$ cat src/design/ate_pkg.sv
`timescale 1ns / 1ps
`default_nettype none
// ----------------------------------------------------------------------------
// ate_pkg: shared definitions for the alarm table
// Field codes, register indexes, reset values, conversion and divider sizes
// and the command and status bundles between the controller and the datapath.
// ----------------------------------------------------------------------------
package ate_pkg;

    localparam int NUM_ALARMS_DEF = 8;
    localparam int MAX_RESULTS    = 8;
    localparam int FIRE_W         = 4;      // holds 0..MAX_RESULTS
    localparam int ID_W           = 8;
    localparam int VAL_W          = 32;
    localparam int RATE_W         = 20;
    localparam int CFG_IDX_W      = 2;

    // input item modes
    localparam logic [1:0] MODE_TICK    = 2'd0;
    localparam logic [1:0] MODE_SET_REL = 2'd1;
    localparam logic [1:0] MODE_SET_ABS = 2'd2;
    localparam logic [1:0] MODE_CANCEL  = 2'd3;

    // result status codes
    localparam logic [1:0] ST_OK         = 2'd0;
    localparam logic [1:0] ST_BAD_ID     = 2'd1;
    localparam logic [1:0] ST_CYCLE_LOW  = 2'd2;
    localparam logic [1:0] ST_NOT_ACTIVE = 2'd3;

    // result kinds
    localparam logic KIND_STATUS = 1'b0;
    localparam logic KIND_FIRED  = 1'b1;

    // register indexes
    localparam logic [CFG_IDX_W-1:0] CFG_MODULUS   = 2'd0;
    localparam logic [CFG_IDX_W-1:0] CFG_MIN_CYCLE = 2'd1;
    localparam logic [CFG_IDX_W-1:0] CFG_TICK_RATE = 2'd2;

    localparam logic [VAL_W-1:0]  MODULUS_RST   = 32'hFFFF_FFFF;
    localparam logic [VAL_W-1:0]  MIN_CYCLE_RST = 32'd1;
    localparam logic [RATE_W-1:0] TICK_RATE_RST = 20'd1000;

    // ms to ticks: (ms * rate + 999) / 1000, saturated to 32 bits.
    // With ms = 1000*mh + ml this is mh*rate + (ml*rate + 999) / 1000; both
    // divisions by 1000 are a multiply by RCP_1000 and a shift by RCP_SH,
    // exact for any dividend below 2^32.
    localparam int MH_W      = 23;            // ms / 1000
    localparam int ML_W      = 10;            // ms % 1000
    localparam int Y_W       = 30;            // ml * rate + 999
    localparam int RCP_W     = 29;
    localparam int RCP_SH    = 38;
    localparam int CQ_W      = MH_W + RATE_W; // full quotient
    localparam int CVT_STEPS = 4;             // register stages of the conversion
    localparam logic [RCP_W-1:0] RCP_1000 = 29'd274877907;
    localparam logic [Y_W-1:0]   ROUND_UP = 30'd999;
    localparam logic [VAL_W-1:0] MS_PER_S = 32'd1000;
    localparam logic [VAL_W-1:0] SAT_VAL  = 32'hFFFF_FFFF;

    // shift-subtract divider for the modulus reductions
    localparam int DIV_SW = VAL_W + 1;
    localparam int DIV_CW = 6;

    typedef struct packed {
        logic       in_ready;
        logic       mul;
        logic       sel;          // 0 start / expiry, 1 cycle / period
        logic       div_start;
        logic       tick_store;
        logic       sum_set;
        logic       wr_exp;
        logic       wr_per;
        logic       arm_set;
        logic       arm_clr_id;
        logic       arm_clr_idx;
        logic       rd;
        logic       scan_cap;
        logic       scan_init;
        logic       idx_inc;
        logic       pend_load;
        logic       emit;
        logic       emit_kind;
        logic [1:0] emit_status;
        logic       emit_last;
        logic       emit_pend;
    } t_cmd;

    typedef struct packed {
        logic       in_valid;
        logic [1:0] mode;
        logic       id_bad;
        logic       armed_id;
        logic       cyc_low;
        logic       match;
        logic       keep;
        logic       cvt_done;
        logic       div_done;
        logic       idx_last;
        logic       fire_full;
        logic       pend_valid;
        logic       out_free;
    } t_sts;

endpackage
`default_nettype wire

$ cat src/design/ate_ctrl.sv
`timescale 1ns / 1ps
`default_nettype none
// ----------------------------------------------------------------------------
// ate_ctrl: alarm table controller
// Sequences set, cancel and tick requests over the datapath.
// ----------------------------------------------------------------------------
module ate_ctrl (
    input  wire logic            i_clk,
    input  wire logic            i_rst_n,
    input  wire ate_pkg::t_sts   i_sts,
    output      ate_pkg::t_cmd   o_cmd
);
    typedef enum logic [14:0] {
        S_IDLE    = 15'h0001,
        S_DECODE  = 15'h0002,
        S_MUL     = 15'h0004,
        S_CVTWAIT = 15'h0008,
        S_CHKCYC  = 15'h0010,
        S_REDGO   = 15'h0020,
        S_REDWAIT = 15'h0040,
        S_STATUS  = 15'h0080,
        S_SCANRD  = 15'h0100,
        S_SCANCHK = 15'h0200,
        S_FIRE    = 15'h0400,
        S_RLDGO   = 15'h0800,
        S_RLDWAIT = 15'h1000,
        S_NEXT    = 15'h2000,
        S_FLUSH   = 15'h4000
    } t_state;

    t_state     r_state, n_state;
    logic       r_phase, n_phase;
    logic [1:0] r_code, n_code;

    always_comb begin
        n_state = r_state;
        n_phase = r_phase;
        n_code  = r_code;
        o_cmd   = '0;
        case (r_state)
            S_IDLE: begin
                o_cmd.in_ready = 1'b1;
                if (i_sts.in_valid) begin
                    n_state = S_DECODE;
                end
            end
            S_DECODE: begin
                if (i_sts.mode == ate_pkg::MODE_TICK) begin
                    o_cmd.scan_init = 1'b1;
                    n_state         = S_SCANRD;
                end else if (i_sts.id_bad) begin
                    n_code  = ate_pkg::ST_BAD_ID;
                    n_state = S_STATUS;
                end else if (i_sts.mode == ate_pkg::MODE_CANCEL) begin
                    if (i_sts.armed_id) begin
                        o_cmd.arm_clr_id = 1'b1;
                        n_code           = ate_pkg::ST_OK;
                    end else begin
                        n_code = ate_pkg::ST_NOT_ACTIVE;
                    end
                    n_state = S_STATUS;
                end else begin
                    n_phase = 1'b0;
                    n_state = S_MUL;
                end
            end
            S_MUL: begin
                o_cmd.mul = 1'b1;
                o_cmd.sel = r_phase;
                n_state   = S_CVTWAIT;
            end
            S_CVTWAIT: begin
                o_cmd.sel = r_phase;
                if (i_sts.cvt_done) begin
                    o_cmd.tick_store = 1'b1;
                    if (!r_phase) begin
                        n_phase = 1'b1;
                        n_state = S_MUL;
                    end else begin
                        n_state = S_CHKCYC;
                    end
                end
            end
            S_CHKCYC: begin
                if (i_sts.cyc_low) begin
                    n_code  = ate_pkg::ST_CYCLE_LOW;
                    n_state = S_STATUS;
                end else begin
                    o_cmd.sum_set = 1'b1;
                    n_phase       = 1'b0;
                    n_state       = S_REDGO;
                end
            end
            S_REDGO: begin
                o_cmd.div_start = 1'b1;
                n_state         = S_REDWAIT;
            end
            S_REDWAIT: begin
                if (i_sts.div_done) begin
                    if (!r_phase) begin
                        o_cmd.wr_exp  = 1'b1;
                        o_cmd.sum_set = 1'b1;
                        o_cmd.sel     = 1'b1;
                        n_phase       = 1'b1;
                        n_state       = S_REDGO;
                    end else begin
                        o_cmd.wr_per  = 1'b1;
                        o_cmd.arm_set = 1'b1;
                        n_code        = ate_pkg::ST_OK;
                        n_state       = S_STATUS;
                    end
                end
            end
            S_STATUS: begin
                if (i_sts.out_free) begin
                    o_cmd.emit        = 1'b1;
                    o_cmd.emit_kind   = ate_pkg::KIND_STATUS;
                    o_cmd.emit_status = r_code;
                    o_cmd.emit_last   = 1'b1;
                    n_state           = S_IDLE;
                end
            end
            S_SCANRD: begin
                o_cmd.rd = 1'b1;
                n_state  = S_SCANCHK;
            end
            S_SCANCHK: begin
                o_cmd.scan_cap = 1'b1;
                n_state        = i_sts.match ? S_FIRE : S_NEXT;
            end
            S_FIRE: begin
                // the held expiry goes out once the next one is known
                if (!i_sts.pend_valid || i_sts.out_free) begin
                    if (i_sts.pend_valid) begin
                        o_cmd.emit        = 1'b1;
                        o_cmd.emit_kind   = ate_pkg::KIND_FIRED;
                        o_cmd.emit_status = ate_pkg::ST_OK;
                        o_cmd.emit_pend   = 1'b1;
                    end
                    o_cmd.pend_load = 1'b1;
                    if (i_sts.keep) begin
                        n_state = S_RLDGO;
                    end else begin
                        o_cmd.arm_clr_idx = 1'b1;
                        n_state           = S_NEXT;
                    end
                end
            end
            S_RLDGO: begin
                o_cmd.div_start = 1'b1;
                n_state         = S_RLDWAIT;
            end
            S_RLDWAIT: begin
                if (i_sts.div_done) begin
                    o_cmd.wr_exp = 1'b1;
                    n_state      = S_NEXT;
                end
            end
            S_NEXT: begin
                if (i_sts.fire_full || i_sts.idx_last) begin
                    n_state = S_FLUSH;
                end else begin
                    o_cmd.idx_inc = 1'b1;
                    n_state       = S_SCANRD;
                end
            end
            S_FLUSH: begin
                if (!i_sts.pend_valid) begin
                    n_state = S_IDLE;
                end else if (i_sts.out_free) begin
                    o_cmd.emit        = 1'b1;
                    o_cmd.emit_kind   = ate_pkg::KIND_FIRED;
                    o_cmd.emit_status = ate_pkg::ST_OK;
                    o_cmd.emit_pend   = 1'b1;
                    o_cmd.emit_last   = 1'b1;
                    n_state           = S_IDLE;
                end
            end
            default: begin
                n_state = S_IDLE;
            end
        endcase
    end

    always_ff @(posedge i_clk) begin
        if (!i_rst_n) begin
            r_state <= S_IDLE;
            r_phase <= 1'b0;
            r_code  <= ate_pkg::ST_OK;
        end else begin
            r_state <= n_state;
            r_phase <= n_phase;
            r_code  <= n_code;
        end
    end
endmodule
`default_nettype wire

$ cat config.mk
export PLATFORM = sky130hd
export DESIGN_NAME = ate_ctrl
export DESIGN_NICKNAME = d
export VERILOG_FILES = /design/src/design/ate_pkg.sv /design/src/design/ate_ctrl.sv
export SDC_FILE = /design/constraint.sdc
export NUM_CORES = 1
export LEC_CHECK = 0
export ABC_AREA = 1
export BUFFER_PORTS_ARGS = -buffer_cell sky130_fd_sc_hd__buf_2
export CORE_ASPECT_RATIO = 1.5
export CORE_MARGIN = 4
export CORE_UTILIZATION = 46
export CTS_CLUSTER_DIAMETER = 200
export CTS_CLUSTER_SIZE = 16
export DETAILED_ROUTE_END_ITERATION = 16
export PLACE_DENSITY = 0.81
export SKIP_LAST_GASP = 1
export SYNTH_ARGS = -nofsm -noshare
export SYNTH_HDL_FRONTEND = slang
export SYNTH_SLANG_ARGS = --single-unit
$ cat constraint.sdc
create_clock -name i_clk -period 2.1 [get_ports i_clk]
set_clock_uncertainty 0.15 [all_clocks]
set_input_delay 0.105 -clock i_clk [delete_from_list [all_inputs] [get_ports i_clk]]
set_output_delay 0.105 -clock i_clk [all_outputs]
set_load 0.01 [all_outputs]
==> results.md <==
* Run status: completed
* Logic gate share of total power at 0.355
* Clock latency on the worst-skew pair at 0.26 ns
* Cell taking the most area after synthesis: dfxtp_1
* Antenna viol nets, final at 0
* # DRC at 0
* Leak at a little over 0.9 nW
* CP startpoint: r_state[0]
* DP Wirelength at 3188 um
* Iteration-0 DRC Markers at 86
* CTS tree: built
* Cell Int Power at between 0.6 and 0.7 mW
* R2R Setup Slk at 0.25 ns
* Sequential Power Share at 0.395
* Fillers at 307
* Clk sink count at 18
* Final cell count without fillers at 316
* Net Switching at 0.3664 mW
* Minimum clock period at 1.961 ns
* RSZ-0062 raised after global routing: yes
* Via-per-instance ratio at 5.187
* Fmax at between 0.5 and 0.6 GHz
* Die H at 75.66 um
* Multi-input gate area at around 900 um2
* Synthesis-to-finish area growth at 23.26%
* Pre-CTS worst setup slack at roughly 0.22 ns
* CP endpoint kind: output pin
* Slew Viols, Final at 0
* Die ar. at 0.004018 mm2
* Pwr dens at 565.3 mW/mm2
* Netlist cell types at 31
* # rows at 24
* PortBufs at 37
* Num CTS Buffers at 3
* Initial core utilization at 0.4820
* Die X-Extent at 53.11 um
* Clk buf depth at 2
* Least-Margin Pin Slew at 0.4740 ns
* Initial antenna violation count at 0
* Seq/Total Area, Yosys at 0.2567
* Max FO, Critical Path at 7
* Cell area after synthesis at 0.001404 mm2
* GRT Total Usage at 0.2188
* CP Class: reg -> out
* Final Net Count at 295
* CP arrival at 1.71 ns
* Reg2reg start: r_state[0]
* Setup ws final at 0.1386 ns
* Rel. slew slack at 0.6811
* Hold Startpoint: i_sts[2]
* Syn Inst Count at 231
* Yosys synthesis warning count at 0
* First-pass GRT wire length at 6610 um
* Synthesized area per cell at 6.077 um2
* Synthesized flop and latch total at 18
* Final period util at 0.9340
* Share of layout cells above drive strength 1 at 0.2816
* Htree depth at 1
* I/O pins at 38
* WP data required at ~1.9 ns
* CTS clock-pin slew for the worst setup and hold paths at 0.07 ns
* Grt ovf at 0
* Core box area at 0.002913 mm2
* Critical Path Source Type: register
* Final GP Congestion at 0.8489
* First drt pass iteration count at 4
* Vias in the first global route at 1595
* Routed wire length at between 4000 and 5000 um
* Worst R2R End: r_state[11]
* # diodes at 0
* Hold Path Class: in -> reg
* Post-synth top area share at 0.2567
* Vias at 1639
* Final setup violating endpoints at 0
* Routed len/inst at 12.66 um
* FF-to-FF path depth at 12
* Hold Vio Cnt, Final at 0
* Dpl cells at 303
* Clk network pwr share at 0.250
* Max cap viols at 0
* Largest net degree at the start of global routing at 19
* Synth top area cells: dfxtp_1 (26%), nor2_1 (14%), nand2_1 (11%)
* Root buffer cell: clkbuf_8
* CP endpoint: o_cmd[15]
* Fraction of power spent switching nets at 0.3746
* Worst vdd ir at 329.0 uV
* Synth Net Count at 247
* FF/Latch Area at ~360 um2
## sequential cells by signal, summed over array words and instances, names as in the netlist
register	cells
r_phase	1
r_state	15
r_code	2
## worst min path at each step
stage / end / slack [ns] / cells past startpoint
6_report: r_state[14] / 0.03 / 3
5_1_grt: r_state[0] / 0.07 / 3
4_1_cts: r_state[14] / 0.03 / 3
3_5_place_dp: r_state[0] / 0.25 / 2
3_3_place_gp: r_state[0] / 0.25 / 2
2_1_floorplan: r_state[0] / 0.04 / 1
## layer usage
metal  track usage  vias to the layer above  part of all wire
met5             0                        -                 0
met4        0.1136                        0             0.036
met3       0.01957                       18             0.049
met2        0.4157                       62              0.53
met1        0.2332                      723              0.39
li1              -                      836                 -
## placed cells by master (no fill, tap or decap)
cell type	n
nor2_1	49
nand2_1	42
buf_2	37
nand3_1	30
inv_1	29
dfxtp_1	17
nor2_2	12
a21oi_1	9
buf_4	8
nand2_2	5
nor3_1	4
o21ai_0	4
o21ai_1	3
nand3_2	3
clkbuf_8	3
nor2_4	2
nand2_4	2
nand3b_1	2
o211ai_1	2
dlygate4sd3_1	2
nand3_4	1
nor2_8	1
nor4_1	1
o22ai_1	1
and3_1	1
o21ai_2	1
or2_2	1
nand4_1	1
o21a_1	1
a21oi_2	1
o31ai_1	1
dfxtp_2	1
## kinds of logic (layout without fill, tap and decap cells)
| kind of cell | after synthesis | in the layout | share of synthesized area |
|---|---|---|---|
| buf+inv | 33 | 79 | 0.1043 |
| compound gates | 23 | 23 | 0.09537 |
| simple gates | 157 | 157 | 0.5437 |
| flops | 18 | 18 | 0.2567 |
## final cells by class
class	instances	share of cell area
clock buffers	3	0.02386
inverters	29	0.06291
multi-input cells	180	0.5228
flip-flops and latches	18	0.2090
well taps	39	0.02820
repair buffers	47	0.1533
## synthesized netlist by cell type
| cell type | instances |
|---|---|
| a21oi_1 | 9 |
| a21oi_2 | 1 |
| and3_1 | 1 |
| buf_4 | 1 |
| buf_6 | 1 |
| buf_8 | 1 |
| clkbuf_1 | 1 |
| dfxtp_1 | 18 |
| inv_1 | 29 |
| nand2_1 | 42 |
| nand2_2 | 5 |
| nand2_4 | 2 |
| nand3_1 | 30 |
| nand3_2 | 3 |
| nand3_4 | 1 |
| nand3b_1 | 2 |
| nand4_1 | 1 |
| nor2_1 | 52 |
| nor2_2 | 9 |
| nor2_4 | 2 |
| nor2_8 | 1 |
| nor3_1 | 4 |
| nor4_1 | 1 |
| o211ai_1 | 2 |
| o21a_1 | 1 |
| o21ai_0 | 5 |
| o21ai_1 | 2 |
| o21ai_2 | 1 |
| o22ai_1 | 1 |
| o31ai_1 | 1 |
| or2_2 | 1 |
## metrics by stage
step / TNS [ns] / power (mW) / hold slack [ns] / cell area, um2 / util
2_1_floorplan: 0 / 0.6257 / 0.04263 / 1404 / -
5_1_grt: -0.01113 / 1.029 / 0.07320 / 1730 / 0.5941
4_1_cts: 0 / 0.9650 / 0.03119 / 1677 / 0.5756
3_3_place_gp: 0 / 0.6985 / 0.2488 / 1600 / 0.5494
6_report: 0 / 0.9782 / 0.02624 / 1730 / 0.5941
3_5_place_dp: 0 / 0.7004 / 0.2453 / 1600 / 0.5494
## critical path, cell delays in order (launching register included)
cell and delay (ns):
dfxtp_2 0.35, nor2_2 0.17, nand2_2 0.15, nor2_2 0.20
nand2_2 0.13, inv_1 0.10, nand3_1 0.11, o21ai_0 0.09
buf_2 0.15
## power groups by stage
stage | clock network, mW | logic (mW) | registers (mW)
floorplan | 0 | 0.243 | 0.383
global placement | 0 | 0.309 | 0.390
detailed placement | 0 | 0.309 | 0.391
CTS | 0.243 | 0.338 | 0.384
global route | 0.259 | 0.383 | 0.387
finish | 0.245 | 0.347 | 0.386
## timing repair
| item | CTS | global route |
|---|---|---|
| resized for setup | 0 | 5 |
| setup endpoints to repair | 3 | 13 |
| hold buffers | 2 | 0 |
| pin swaps | 1 | 1 |
| setup buffers | 2 | 6 |
| endpoints found under the hold margin | 5 | 0 |
Note: power is estimated with default switching activity, not from simulation.
